--- src/rtl/core/abas_pkg.sv ---
// shared types and constants of the adc block average scaler
`default_nettype none

package abas_pkg;

    // raw converter word layout
    localparam int RAW_WORD_BITS = 16;
    localparam int RAW_BITS      = 14;

    // configuration port
    localparam int CFG_INDEX_BITS = 2;
    localparam int CFG_DATA_BITS  = 16;

    localparam logic [CFG_INDEX_BITS-1:0] REG_BLOCK_LEN     = 2'd0;
    localparam logic [CFG_INDEX_BITS-1:0] REG_VREF_MV       = 2'd1;
    localparam logic [CFG_INDEX_BITS-1:0] REG_FULL_SCALE    = 2'd2;
    localparam logic [CFG_INDEX_BITS-1:0] REG_CUSTOM_FACTOR = 2'd3;

    // reset values of the configuration registers
    localparam logic [8:0]  BLOCK_LEN_RST     = 9'd16;
    localparam logic [15:0] VREF_MV_RST       = 16'd3300;
    localparam logic [15:0] FULL_SCALE_RST    = 16'd1023;
    localparam logic [15:0] CUSTOM_FACTOR_RST = 16'd256;

    // result field widths
    localparam int AVG_OUT_BITS = 10;
    localparam int MV_BITS      = 16;
    localparam int CV_OUT_BITS  = 32;
    localparam int SCALE_BITS   = 16;

    // depth of the block queue between front and back
    localparam int QUEUE_DEPTH = 2;

    // back end sequencer states
    typedef enum logic [5:0] {
        ST_IDLE  = 6'b000001,
        ST_AVG   = 6'b000010,
        ST_MUL   = 6'b000100,
        ST_SCALE = 6'b001000,
        ST_DIV   = 6'b010000,
        ST_DONE  = 6'b100000
    } back_state_t;

    // queue status seen by front and back
    typedef struct packed {
        logic valid;
        logic full;
    } queue_status_t;

    // scaling registers used by the back end
    typedef struct packed {
        logic [SCALE_BITS-1:0] vref_mv;
        logic [SCALE_BITS-1:0] full_scale;
        logic [SCALE_BITS-1:0] factor;
    } scale_cfg_t;

endpackage

`default_nettype wire

--- src/rtl/core/adc_block_average_scaler.sv ---
// top level of the adc block averager with millivolt and custom scaling
//
//  channel   direction  handshake            payload
//  in        request    in_valid / in_stall  raw_word
//  out       result     out_valid/out_stall  average_counts, millivolts, custom_value
//  cfg       write      cfg_write            cfg_index, cfg_data
//
// samples are taken one per cycle; in_stall rises only while the two-entry block queue is full
// a finished block passes through the back end as one step per quotient bit for the mean division,
// the ST_MUL and ST_SCALE multiplies, then one step per bit for the shared-loop millivolt and
// custom divisions
// rst_n clears the accumulator, count, queue and sequencer and loads the register defaults
// a waiting result does not block the front end; only a full queue holds off requests
`default_nettype none

module adc_block_average_scaler #(
    parameter int SAMPLE_BITS = 10,
    parameter int MAX_AVERAGE = 256
) (
    input  logic        clk,
    input  logic        rst_n,
    input  logic        in_valid,
    output logic        in_stall,
    input  logic [15:0] raw_word,
    output logic        out_valid,
    input  logic        out_stall,
    output logic [9:0]  average_counts,
    output logic [15:0] millivolts,
    output logic [31:0] custom_value,
    input  logic        cfg_write,
    input  logic [1:0]  cfg_index,
    input  logic [15:0] cfg_data
);
    import abas_pkg::*;

    localparam int N_BITS   = $clog2(MAX_AVERAGE + 1);
    localparam int SUM_BITS = SAMPLE_BITS + N_BITS;
    localparam int JOB_BITS = SUM_BITS + N_BITS;

    logic [8:0]            block_len_reg;
    logic [SCALE_BITS-1:0] vref_mv_reg;
    logic [SCALE_BITS-1:0] full_scale_reg;
    logic [SCALE_BITS-1:0] factor_reg;
    scale_cfg_t            scale_cfg;
    queue_status_t         q_stat;
    logic                  push;
    logic [JOB_BITS-1:0]   push_data;
    logic                  pop;
    logic [JOB_BITS-1:0]   pop_data;

    // configuration registers
    always_ff @(posedge clk or negedge rst_n)
    begin
        if (!rst_n)
        begin
            block_len_reg  <= BLOCK_LEN_RST;
            vref_mv_reg    <= VREF_MV_RST;
            full_scale_reg <= FULL_SCALE_RST;
            factor_reg     <= CUSTOM_FACTOR_RST;
        end
        else if (cfg_write)
        begin
            unique case (cfg_index)
                REG_BLOCK_LEN:     block_len_reg  <= cfg_data[8:0];
                REG_VREF_MV:       vref_mv_reg    <= cfg_data;
                REG_FULL_SCALE:    full_scale_reg <= cfg_data;
                REG_CUSTOM_FACTOR: factor_reg     <= cfg_data;
                default:           block_len_reg  <= block_len_reg;
            endcase
        end
    end

    assign scale_cfg.vref_mv    = vref_mv_reg;
    assign scale_cfg.full_scale = full_scale_reg;
    assign scale_cfg.factor     = factor_reg;

    // accumulation front end
    abas_front #(
        .SAMPLE_BITS (SAMPLE_BITS),
        .MAX_AVERAGE (MAX_AVERAGE),
        .N_BITS      (N_BITS),
        .SUM_BITS    (SUM_BITS)
    ) u_front (
        .clk         (clk),
        .rst_n       (rst_n),
        .in_valid    (in_valid),
        .in_stall    (in_stall),
        .raw_word    (raw_word),
        .block_len   (block_len_reg),
        .q_stat      (q_stat),
        .push        (push),
        .push_data   (push_data)
    );

    // finished block queue
    abas_queue #(
        .WIDTH (JOB_BITS)
    ) u_queue (
        .clk       (clk),
        .rst_n     (rst_n),
        .push      (push),
        .push_data (push_data),
        .pop       (pop),
        .pop_data  (pop_data),
        .stat      (q_stat)
    );

    // division and scaling back end
    abas_back #(
        .N_BITS   (N_BITS),
        .SUM_BITS (SUM_BITS)
    ) u_back (
        .clk            (clk),
        .rst_n          (rst_n),
        .q_stat         (q_stat),
        .pop_data       (pop_data),
        .pop            (pop),
        .cfg            (scale_cfg),
        .out_valid      (out_valid),
        .out_stall      (out_stall),
        .average_counts (average_counts),
        .millivolts     (millivolts),
        .custom_value   (custom_value)
    );

endmodule

`default_nettype wire

--- src/rtl/core/abas_front.sv ---
// front end: sample extraction, block accumulation and block completion
`default_nettype none

module abas_front #(
    parameter int SAMPLE_BITS = 10,
    parameter int MAX_AVERAGE = 256,
    parameter int N_BITS      = 9,
    parameter int SUM_BITS    = 19
) (
    input  logic                            clk,
    input  logic                            rst_n,
    input  logic                            in_valid,
    output logic                            in_stall,
    input  logic [15:0]                     raw_word,
    input  logic [8:0]                      block_len,
    input  abas_pkg::queue_status_t         q_stat,
    output logic                            push,
    output logic [SUM_BITS+N_BITS-1:0]      push_data
);
    import abas_pkg::*;

    logic [SUM_BITS-1:0]    sum_reg;
    logic [SUM_BITS-1:0]    sum_next;
    logic [N_BITS-1:0]      count_reg;
    logic [N_BITS-1:0]      count_next;
    logic [N_BITS-1:0]      block_n;
    logic [RAW_BITS-1:0]    raw_low;
    logic [SAMPLE_BITS-1:0] sample;
    logic                   accept;
    logic                   complete;

    // low 14 bits, top SAMPLE_BITS of them
    assign raw_low = raw_word[RAW_BITS-1:0];
    assign sample  = raw_low[RAW_BITS-1 -: SAMPLE_BITS];

    // block size clamped to 1..MAX_AVERAGE
    always_comb
    begin
        priority if (block_len == '0)
        begin
            block_n = N_BITS'(1);
        end
        else if (32'(block_len) > 32'(MAX_AVERAGE))
        begin
            block_n = N_BITS'(MAX_AVERAGE);
        end
        else
        begin
            block_n = N_BITS'(block_len);
        end
    end

    // request handshake, held off only by a full queue
    assign in_stall = q_stat.full;
    assign accept   = in_valid & ~in_stall;
    assign complete = (count_reg >= block_n);

    // finished block goes to the queue with its divisor
    assign push      = accept & complete;
    assign push_data = {sum_reg, block_n};

    // accumulate, or restart the block with this sample
    always_comb
    begin
        sum_next   = sum_reg;
        count_next = count_reg;
        if (accept)
        begin
            if (complete)
            begin
                sum_next   = SUM_BITS'(sample);
                count_next = N_BITS'(1);
            end
            else
            begin
                sum_next   = sum_reg + SUM_BITS'(sample);
                count_next = count_reg + N_BITS'(1);
            end
        end
    end

    always_ff @(posedge clk or negedge rst_n)
    begin
        if (!rst_n)
        begin
            sum_reg   <= '0;
            count_reg <= '0;
        end
        else
        begin
            sum_reg   <= sum_next;
            count_reg <= count_next;
        end
    end

endmodule

`default_nettype wire

--- src/rtl/core/abas_queue.sv ---
// short queue of finished blocks between front and back
`default_nettype none

module abas_queue #(
    parameter int WIDTH = 28
) (
    input  logic                    clk,
    input  logic                    rst_n,
    input  logic                    push,
    input  logic [WIDTH-1:0]        push_data,
    input  logic                    pop,
    output logic [WIDTH-1:0]        pop_data,
    output abas_pkg::queue_status_t stat
);
    import abas_pkg::*;

    localparam int PTR_BITS  = (QUEUE_DEPTH > 1) ? $clog2(QUEUE_DEPTH) : 1;
    localparam int FILL_BITS = $clog2(QUEUE_DEPTH + 1);

    logic [WIDTH-1:0]     entry_reg [QUEUE_DEPTH];
    logic [PTR_BITS-1:0]  wr_ptr_reg;
    logic [PTR_BITS-1:0]  wr_ptr_next;
    logic [PTR_BITS-1:0]  rd_ptr_reg;
    logic [PTR_BITS-1:0]  rd_ptr_next;
    logic [FILL_BITS-1:0] fill_reg;
    logic [FILL_BITS-1:0] fill_next;

    assign stat.valid = (fill_reg != '0);
    assign stat.full  = (fill_reg == FILL_BITS'(QUEUE_DEPTH));
    assign pop_data   = entry_reg[rd_ptr_reg];

    // pointer and fill update
    always_comb
    begin
        wr_ptr_next = wr_ptr_reg;
        rd_ptr_next = rd_ptr_reg;
        fill_next   = fill_reg;
        if (push)
        begin
            wr_ptr_next = (32'(wr_ptr_reg) == QUEUE_DEPTH - 1) ? '0 : wr_ptr_reg + PTR_BITS'(1);
        end
        if (pop)
        begin
            rd_ptr_next = (32'(rd_ptr_reg) == QUEUE_DEPTH - 1) ? '0 : rd_ptr_reg + PTR_BITS'(1);
        end
        unique case ({push, pop})
            2'b10:   fill_next = fill_reg + FILL_BITS'(1);
            2'b01:   fill_next = fill_reg - FILL_BITS'(1);
            default: fill_next = fill_reg;
        endcase
    end

    always_ff @(posedge clk or negedge rst_n)
    begin
        if (!rst_n)
        begin
            wr_ptr_reg <= '0;
            rd_ptr_reg <= '0;
            fill_reg   <= '0;
        end
        else
        begin
            wr_ptr_reg <= wr_ptr_next;
            rd_ptr_reg <= rd_ptr_next;
            fill_reg   <= fill_next;
        end
    end

    // entry storage
    always_ff @(posedge clk)
    begin
        if (push)
        begin
            entry_reg[wr_ptr_reg] <= push_data;
        end
    end

endmodule

`default_nettype wire

--- src/rtl/core/abas_back.sv ---
// back end: block mean division, scaling multiplies and scaling division
`default_nettype none

module abas_back #(
    parameter int N_BITS   = 9,
    parameter int SUM_BITS = 19
) (
    input  logic                       clk,
    input  logic                       rst_n,
    input  abas_pkg::queue_status_t    q_stat,
    input  logic [SUM_BITS+N_BITS-1:0] pop_data,
    output logic                       pop,
    input  abas_pkg::scale_cfg_t       cfg,
    output logic                       out_valid,
    input  logic                       out_stall,
    output logic [9:0]                 average_counts,
    output logic [15:0]                millivolts,
    output logic [31:0]                custom_value
);
    import abas_pkg::*;

    // mean keeps the sum width: a lowered block size can leave it above the sample range
    localparam int PROD_BITS = SCALE_BITS + SUM_BITS;
    localparam int CV_BITS   = PROD_BITS + SCALE_BITS;
    localparam int LOOP_MAX  = (CV_BITS > SUM_BITS) ? CV_BITS : SUM_BITS;
    localparam int STEP_BITS = $clog2(LOOP_MAX);

    back_state_t             state_reg;
    back_state_t             state_next;
    logic [STEP_BITS-1:0]    step_reg;
    logic [STEP_BITS-1:0]    step_next;
    logic [N_BITS-1:0]       n_reg;
    logic [N_BITS-1:0]       n_next;
    logic [N_BITS-1:0]       rem_avg_reg;
    logic [N_BITS-1:0]       rem_avg_next;
    logic [SUM_BITS-1:0]     dvd_reg;
    logic [SUM_BITS-1:0]     dvd_next;
    logic [PROD_BITS-1:0]    prod_reg;
    logic [PROD_BITS-1:0]    prod_next;
    logic [CV_BITS-1:0]      mv_q_reg;
    logic [CV_BITS-1:0]      mv_q_next;
    logic [CV_BITS-1:0]      cv_q_reg;
    logic [CV_BITS-1:0]      cv_q_next;
    logic [SCALE_BITS-1:0]   mv_rem_reg;
    logic [SCALE_BITS-1:0]   mv_rem_next;
    logic [SCALE_BITS-1:0]   cv_rem_reg;
    logic [SCALE_BITS-1:0]   cv_rem_next;
    logic                    out_valid_reg;
    logic                    out_valid_next;
    logic [AVG_OUT_BITS-1:0] avg_out_reg;
    logic [MV_BITS-1:0]      mv_out_reg;
    logic [CV_OUT_BITS-1:0]  cv_out_reg;

    logic [N_BITS:0]         avg_trial;
    logic                    avg_ge;
    logic [SCALE_BITS-1:0]   fs_eff;
    logic [SCALE_BITS:0]     mv_trial;
    logic                    mv_ge;
    logic [SCALE_BITS:0]     cv_trial;
    logic                    cv_ge;
    logic                    load_out;
    logic [MV_BITS-1:0]      mv_sat;
    logic [CV_OUT_BITS-1:0]  cv_sat;

    // mean division step, remainder stays below the block size
    assign avg_trial = {rem_avg_reg, dvd_reg[SUM_BITS-1]};
    assign avg_ge    = (avg_trial >= {1'b0, n_reg});

    // scaling division steps, a zero full scale counts as one
    assign fs_eff   = (cfg.full_scale == '0) ? SCALE_BITS'(1) : cfg.full_scale;
    assign mv_trial = {mv_rem_reg, mv_q_reg[CV_BITS-1]};
    assign mv_ge    = (mv_trial >= {1'b0, fs_eff});
    assign cv_trial = {cv_rem_reg, cv_q_reg[CV_BITS-1]};
    assign cv_ge    = (cv_trial >= {1'b0, fs_eff});

    // saturation of the quotients
    assign mv_sat = (|mv_q_reg[CV_BITS-1:MV_BITS]) ? '1 : mv_q_reg[MV_BITS-1:0];
    assign cv_sat = (|cv_q_reg[CV_BITS-1:CV_OUT_BITS]) ? '1 : cv_q_reg[CV_OUT_BITS-1:0];

    // output register free or being emptied
    assign load_out = (state_reg == ST_DONE) && (!out_valid_reg || !out_stall);
    assign pop      = (state_reg == ST_IDLE) && q_stat.valid;

    // sequencer
    always_comb
    begin
        state_next   = state_reg;
        step_next    = step_reg;
        n_next       = n_reg;
        rem_avg_next = rem_avg_reg;
        dvd_next     = dvd_reg;
        prod_next    = prod_reg;
        mv_q_next    = mv_q_reg;
        cv_q_next    = cv_q_reg;
        mv_rem_next  = mv_rem_reg;
        cv_rem_next  = cv_rem_reg;
        unique case (state_reg)
            ST_IDLE:
            begin
                if (q_stat.valid)
                begin
                    dvd_next     = pop_data[SUM_BITS+N_BITS-1:N_BITS];
                    n_next       = pop_data[N_BITS-1:0];
                    rem_avg_next = '0;
                    step_next    = STEP_BITS'(SUM_BITS - 1);
                    state_next   = ST_AVG;
                end
            end
            ST_AVG:
            begin
                rem_avg_next = avg_ge ? N_BITS'(avg_trial - {1'b0, n_reg})
                                      : N_BITS'(avg_trial);
                dvd_next     = {dvd_reg[SUM_BITS-2:0], avg_ge};
                step_next    = step_reg - STEP_BITS'(1);
                if (step_reg == '0)
                begin
                    state_next = ST_MUL;
                end
            end
            ST_MUL:
            begin
                prod_next  = PROD_BITS'(cfg.vref_mv) * PROD_BITS'(dvd_reg);
                state_next = ST_SCALE;
            end
            ST_SCALE:
            begin
                mv_q_next   = CV_BITS'(prod_reg);
                cv_q_next   = CV_BITS'(prod_reg) * CV_BITS'(cfg.factor);
                mv_rem_next = '0;
                cv_rem_next = '0;
                step_next   = STEP_BITS'(CV_BITS - 1);
                state_next  = ST_DIV;
            end
            ST_DIV:
            begin
                mv_rem_next = mv_ge ? SCALE_BITS'(mv_trial - {1'b0, fs_eff})
                                    : SCALE_BITS'(mv_trial);
                cv_rem_next = cv_ge ? SCALE_BITS'(cv_trial - {1'b0, fs_eff})
                                    : SCALE_BITS'(cv_trial);
                mv_q_next   = {mv_q_reg[CV_BITS-2:0], mv_ge};
                cv_q_next   = {cv_q_reg[CV_BITS-2:0], cv_ge};
                step_next   = step_reg - STEP_BITS'(1);
                if (step_reg == '0)
                begin
                    state_next = ST_DONE;
                end
            end
            ST_DONE:
            begin
                if (load_out)
                begin
                    state_next = ST_IDLE;
                end
            end
            default:
            begin
                state_next = ST_IDLE;
            end
        endcase
    end

    // output register valid
    assign out_valid_next = load_out | (out_valid_reg & out_stall);

    always_ff @(posedge clk or negedge rst_n)
    begin
        if (!rst_n)
        begin
            state_reg     <= ST_IDLE;
            out_valid_reg <= 1'b0;
        end
        else
        begin
            state_reg     <= state_next;
            out_valid_reg <= out_valid_next;
        end
    end

    // datapath registers
    always_ff @(posedge clk)
    begin
        step_reg    <= step_next;
        n_reg       <= n_next;
        rem_avg_reg <= rem_avg_next;
        dvd_reg     <= dvd_next;
        prod_reg    <= prod_next;
        mv_q_reg    <= mv_q_next;
        cv_q_reg    <= cv_q_next;
        mv_rem_reg  <= mv_rem_next;
        cv_rem_reg  <= cv_rem_next;
        if (load_out)
        begin
            avg_out_reg <= AVG_OUT_BITS'(dvd_reg);
            mv_out_reg  <= mv_sat;
            cv_out_reg  <= cv_sat;
        end
    end

    assign out_valid      = out_valid_reg;
    assign average_counts = avg_out_reg;
    assign millivolts     = mv_out_reg;
    assign custom_value   = cv_out_reg;

endmodule

`default_nettype wire
--- config.mk ---
export PLATFORM = sky130hd
export DESIGN_NAME = adc_block_average_scaler
export DESIGN_NICKNAME = d
export VERILOG_FILES = /design/src/rtl/core/abas_pkg.sv /design/src/rtl/core/adc_block_average_scaler.sv /design/src/rtl/core/abas_front.sv /design/src/rtl/core/abas_queue.sv /design/src/rtl/core/abas_back.sv
export SDC_FILE = /design/constraint.sdc
export NUM_CORES = 2
export LEC_CHECK = 0
export ABC_AREA = 1
export BUFFER_PORTS_ARGS = -buffer_cell sky130_fd_sc_hd__buf_2
export CORE_ASPECT_RATIO = 1.5
export CORE_MARGIN = 1
export CORE_UTILIZATION = 30
export DETAILED_ROUTE_END_ITERATION = 7
export PLACE_DENSITY = 0.54
export SLEW_MARGIN = 10
export SYNTH_ARGS = -nofsm -noshare
export SYNTH_HDL_FRONTEND = slang
export SYNTH_HIERARCHICAL = 1
export SYNTH_SLANG_ARGS = --single-unit
export TNS_END_PERCENT = 10
--- constraint.sdc ---
create_clock -name clk -period 12.1 [get_ports clk]
set_clock_uncertainty 0.05 [all_clocks]
set_input_delay 0.605 -clock clk [delete_from_list [all_inputs] [get_ports clk]]
set_output_delay 0.605 -clock clk [all_outputs]
set_load 0.05 [all_outputs]
Word-level counts from Yosys, hierarchy flattened --
Memory sizes are Yosys's and may differ from the RTL's. Cells that the tools add are included.
Storage, ports and cells: memories kept 1, RAM bits 56, word-level logic and storage cells 115, flip-flop bits (word level) 366, output and inout port bits 60
Memories:
- u_queue.entry_reg | depth 2, width 28, read ports 1, clocked after Yosys merged registers in 0, wr ports 1, line abas_queue.sv:20 | logic [WIDTH-1:0] entry_reg [QUEUE_DEPTH];
Operators by class: add/sub/neg operators 10, order comparisons 5, muxes and demuxes 28, multipliers 2, bitwise gates (word level) 5, reduce and logical (&&, ||, !) cells 25, equal/unequal tests 16
Operators by type and width (count):
- $pmux W51 S2 | 2
- $pmux W16 S2 | 2
- $mul A35 B16 Y51 | 1
- $mux W16 | 3
- $mux W9 | 5
- $mux W19 | 2
- $pmux W19 S2 | 1
- $pmux W6 S6 | 1
- $mul A16 B19 Y35 | 1
- $reduce_or A35 Y1 | 1
- $ge A17 B16 Y1 | 2
- $sub A16 B16 Y16 | 2
- $mux W6 | 5
- $add A19 B10 Y19 | 1
- $reduce_or A19 Y1 | 1
- $pmux W6 S3 | 1
- $pmux W9 S2 | 1
- $logic_not A16 Y1 | 1
- $reduce_and A2 Y1 | 7
- $ge A10 B9 Y1 | 1
- $add A9 B1 Y9 const B | 1
- $ge A9 B9 Y1 | 1
- $gt A9 B9 Y1 const B | 1
- $logic_not A9 Y1 | 1
- 28 further kinds | 46

Logic depth before layout (Yosys ltp) --
word-level depth 7, mapped depth 30

By module --
Netlist, hierarchy kept.
By module, submodules not included:
- abas_back | area each 43077.6 um^2, instances 1, cells an instance 5525
- adc_block_average_scaler | area each 2524.9 um^2, instances 1, cells an instance 255
- abas_front | area each 2463.6 um^2, instances 1, cells an instance 382
- abas_queue | area each 2311.0 um^2, instances 1, cells an instance 170

Least setup slack after synthesis --
Ideal clock, no wire load.
kind register to register, start point register vref_mv_reg[2], end point register u_back.prod_reg[24], data pin, cell stages (with the launch flop) 24, arrival time 5.504 ns, slack 6.294 ns, data required time 11.798 ns, cells stage by stage dfstp_2 > clkbuf_1 > buf_1 > nand2_1 > fa_1 > inv_1 > fa_1 > inv_1 > fa_1 > fa_1 > inv_1 > fa_1 > inv_1 > fa_1 > inv_1 > ha_1 > a21oi_1 > o21ai_0 > a21oi_1 > o21ai_1 > nand2_1 > nand2_1 > nand2_1 > nand2_1
On the way: word-level cells in the longest chain between the ends 1
RTL lines:
- start, declared | line adc_block_average_scaler.sv:41 | logic [SCALE_BITS-1:0] vref_mv_reg;
- start signal, assigned | line adc_block_average_scaler.sv:65 | REG_VREF_MV: vref_mv_reg <= cfg_data;
- $mul A16 B19 Y35 | line abas_back.sv:122 | prod_next = PROD_BITS'(cfg.vref_mv) * PROD_BITS'(dvd_reg);
- end signal, assigned | line abas_back.sv:186 | prod_reg <= prod_next;
- end, declared | line abas_back.sv:38 | logic [PROD_BITS-1:0] prod_reg;
No other way between the ends. A chain may end at the register's enable or synchronous reset.

Worst setup path after layout --
start point register factor_reg[8], end point register u_back.cv_q_reg[43], data pin
On the way: word-level cells in the longest chain between the ends 2
RTL lines:
- start, declared | line adc_block_average_scaler.sv:43 | logic [SCALE_BITS-1:0] factor_reg;
- start signal, assigned | line adc_block_average_scaler.sv:67 | REG_CUSTOM_FACTOR: factor_reg <= cfg_data;
- $mul A35 B16 Y51 | line abas_back.sv:128 | cv_q_next = CV_BITS'(prod_reg) * CV_BITS'(cfg.factor);
- $pmux W51 S2 | line abas_back.sv:97 | unique case (state_reg)
- net u_back.cv_q_next[43] | line abas_back.sv:43 | logic [CV_BITS-1:0] cv_q_next;
- end signal, assigned | line abas_back.sv:188 | cv_q_reg <= cv_q_next;
- end, declared | line abas_back.sv:42 | logic [CV_BITS-1:0] cv_q_reg;
The timed path passes the listed nets, and every way through them passes these cells.

==> flow_summary.rst <==
.. list-table::
   :header-rows: 1

   * - Metric
     - Value
   * - Result of the run
     - finished, final reports clean
   * - Sum of net half-perimeters after detailed placement
     - 106400 um
   * - Flip-flop count of the largest register, all copies and words added
     - 56
   * - #FFs+latches synth
     - 422
   * - Routed wire length on met3
     - 5141 um
   * - Post-CTS setup repair buffer count
     - 0
   * - Initial antenna violation count
     - 5
   * - Crit path top cell by count
     - nand2_1
   * - Dominant delay contributor by cell family on the critical path
     - adder cells
   * - Share of post-route cells with drive strength above 1
     - 5.259%
   * - Crit path largest cell delay
     - 1.18 ns
   * - Cell Rows
     - 183
   * - Violation count after the first detailed-route iteration
     - 2056
   * - Cell at the root of the clock tree
     - clkbuf_16
   * - Sink Count
     - 422
   * - Number of max-slew violations in the final report
     - 0
   * - Final antenna-violating net count
     - 0
   * - Die area
     - 169600 um^2
   * - Final Routed Wirelength
     - 136600 um
   * - CTS tree
     - built
   * - Area growth from synthesis to layout
     - 7.881%
   * - Minimum clock period
     - 6.831 ns
   * - Area fraction of the dominant cell type after synthesis
     - 27.82%
   * - Routability congestion estimate
     - 0.9077
   * - HP Class
     - primary input to flop
   * - Startpoint Class
     - flop
   * - Total Nets Final
     - 7267
   * - Number of remaining DRC errors
     - 0
   * - First-pass detailed-route iteration total
     - 6
   * - Number of input and output port buffers inserted
     - 92
   * - Data arrival time of the critical path
     - 7.14 ns
   * - Count of yosys warnings during synthesis
     - 6
   * - Clock transition at the registers of the reported paths
     - 0.06 ns
   * - H-tree level count
     - 2
   * - Leading area contributor after synthesis
     - fa_1
   * - Maximum number of pins on one net before global-route repair
     - 72
   * - Largest fanout on the critical path
     - 36
   * - Number of buffers inserted during clock tree synthesis
     - 50
   * - Via count
     - 38550
   * - Series of cell instances along the critical path
     - nand2_1 -> fa_1 -> inv_1 -> fa_1 -> inv_1 -> fa_1 -> inv_1 -> fa_1 -> fa_1 -> inv_1 -> fa_1 -> inv_1 -> ha_1 -> nand2_1 -> nor2_1 -> nand2_1 -> nor2_1 -> nand2_1 -> nand3_1 -> nand2_1 -> nand2_1 -> nand2_1 -> nand3_1 -> nand2_1
   * - Number of buffers between clock root and the deepest sink
     - 3
   * - Global-route wire length before repair
     - 219100 um
   * - Later-pin clock latency in the skew report
     - 0.66 ns
   * - Number of buffers and inverters on the critical path
     - 5
   * - Biggest area contributors in the synthesized netlist
     - fa_1 (28%), edfxtp_1 (19%), nand2_1 (15%), inv_1 (12%), ha_1 (7.3%)
   * - Total length of routed met2 wires
     - 74350 um
   * - Post-route met1 wirelength
     - 52620 um
   * - Post-CTS Hold Buffers
     - 1
   * - Sequential-to-total area share from yosys stat
     - 24.25%
   * - RSZ-0062 raised after global routing
     - false
   * - Measured slew at the worst slew-check pin
     - 1.171 ns
   * - Final hold violations
     - 0
   * - Post-Syn Area
     - 50380 um^2
   * - Endpoint required time on the critical path
     - 12.41 ns
   * - Die width
     - 336.6 um
   * - Highest metal layer used by the detailed router
     - met5
   * - I/O pin total
     - 99
   * - Predominant post-synthesis flop cell
     - edfxtp_1
   * - # Max-Cap Violations
     - 0
   * - Starting utilization of the core area
     - 30.31%
   * - Overall overflow remaining after global route
     - 0
   * - Sort of element at the end of the critical path
     - flop
   * - Max-Slew Margin vs Limit
     - 21.48%
   * - Number of filler cells placed in the layout
     - 17780
   * - Total track usage
     - 16.34%
   * - Area inside the core boundary
     - 166200 um^2
   * - Startpoint-to-endpoint class of the critical path
     - flop to flop
   * - Mean post-synth cell area
     - 7.956 um^2
   * - Number of flops mapped to enable cells by yosys
     - 326
   * - Post-synthesis async set-or-reset flop share
     - 22.75%
   * - Accumulated negative setup slack
     - 0 ns
   * - Height of the chip
     - 503.9 um
   * - Routed length per placed instance
     - 16.08 um
   * - Number of endpoints failing setup at the final stage
     - 0
   * - Final worst path period share
     - 56.45%
   * - Net count after synthesis
     - 7365
   * - Post-CTS Resized
     - 0
   * - Max stage delay cell, worst path
     - dfstp_2
   * - Mean number of vias per cell
     - 4.538
   * - Via count of the first global-routing pass
     - 41000
   * - Number of distinct library cell variants in the gate-level netlist after synthesis
     - 60
   * - Synth Instances
     - 6332
   * - Max frequency
     - 146.4 MHz
synthesized netlist by cell type, types with 3 or more instances:
cell type and n:
inv_2 7, nand3b_1 17, nor2_2 20, nor2_1 276, ha_1 294, inv_1 1576
nand3_1 164, nor3b_1 3, o21ai_1 12, buf_6 16, o21bai_1 12, edfxtp_1 326
a31oi_1 4, nand3_4 3, o21ai_2 6, and2_1 4, o21ai_0 125, clkbuf_1 216
o21a_1 4, xnor2_1 22, buf_1 7, a21oi_1 130, fa_1 700, dfstp_2 19
nand2_2 24, a21oi_2 3, nor3_1 19, or2_2 16, nor4_1 20, a21o_1 8
buf_2 26, nand2_1 2010, buf_4 7, a211oi_1 3, o211ai_1 3, nand2_4 3
nand4_1 74, buf_8 3, dfrtp_1 77, xor2_1 43, a21boi_0 6
cells by family after synthesis:
family	share of synthesized area, %
AND/OR/NAND/NOR	21.62
buffers and inverters	14.39
adder cells (fa/ha/maj)	35.12
flip-flops	24.25
AO/OA/AOI/OAI	3.497
XOR/XNOR	1.130
placed cells by master, fill, tap and decap left out, types with 43 or more instances in the layout:
| cell | instances |
|---|---|
| a21oi_1 | 129 |
| buf_2 | 91 |
| clkbuf_16 | 51 |
| dfrtp_1 | 64 |
| edfxtp_1 | 326 |
| fa_1 | 700 |
| ha_1 | 294 |
| inv_1 | 1576 |
| nand2_1 | 2009 |
| nand3_1 | 164 |
| nand4_1 | 74 |
| nor2_1 | 275 |
| o21ai_0 | 125 |
| xor2_1 | 43 |
per-stage QoR:
| stage | cells | hold slack, ns | setup slack [ns] | util, % | area [um^2] |
|---|---|---|---|---|---|
| after global routing | 8496 | 0.1578 | 5.012 | 32.69 | 54350 |
| after detailed placement | 8401 | 0.4030 | 5.330 | 31.67 | 52650 |
| after floorplan | 6332 | 0.2594 | 6.294 | - | 50380 |
| after global placement | 8401 | 0.4007 | 5.408 | 31.67 | 52650 |
| after CTS | 8495 | 0.1448 | 5.260 | 32.69 | 54340 |
| final | 8496 | 0.1820 | 5.269 | 32.69 | 54350 |
worst reg2reg max path: cells and delay by family, from the launching register on:
kind | cells | cell delay [ns]
adder cells (fa/ha/maj) | 7 | 3.46
buffers and inverters | 5 | 0.27
flip-flops | 1 | 1.18
AND/OR/NAND/NOR | 12 | 1.56
path summary, 6_finish.rpt:
kind	start	slack (ns)	endpoint	depth (start not counted)
setup / recovery	factor_reg[8]	5.27	u_back/cv_q_reg[43]	24
hold / removal	cfg_data[9]	0.18	vref_mv_reg[9]	3
setup reg to reg	factor_reg[8]	5.27	u_back/cv_q_reg[43]	24
hold reg to reg	block_len_reg[4]	0.41	block_len_reg[4]	2
max in group asynchronous	rst_n	10.29	factor_reg[7]	3
min in group asynchronous	rst_n	0.33	u_front/sum_reg[0]	2
per-layer routing:
layer  track usage, %  vias up
met4            5.189        8
met2            31.44      809
li1                 -    18450
met1            18.36    19030
met5                0        -
met3            1.875      260
cell type report:
| type | instances | area (um^2) | share of cell area [%] |
|---|---|---|---|
| Multi-Input combinational cell | 4048 | 30960 | 56.96 |
| Sequential cell | 422 | 12230 | 22.51 |
| Inverter | 1585 | 5962 | 10.97 |
| Tap cell | 2220 | 2778 | 5.111 |
| Clock buffer | 65 | 1339 | 2.463 |
| Timing Repair Buffer | 127 | 728.2 | 1.340 |
| Clock inverter | 28 | 347.8 | 0.6400 |
| Antenna cell | 1 | 2.502 | 0.004604 |
Power is left out: the tool's default activity adds up to more than one toggle a clock period on the data nets, which glitch-free logic cannot reach.
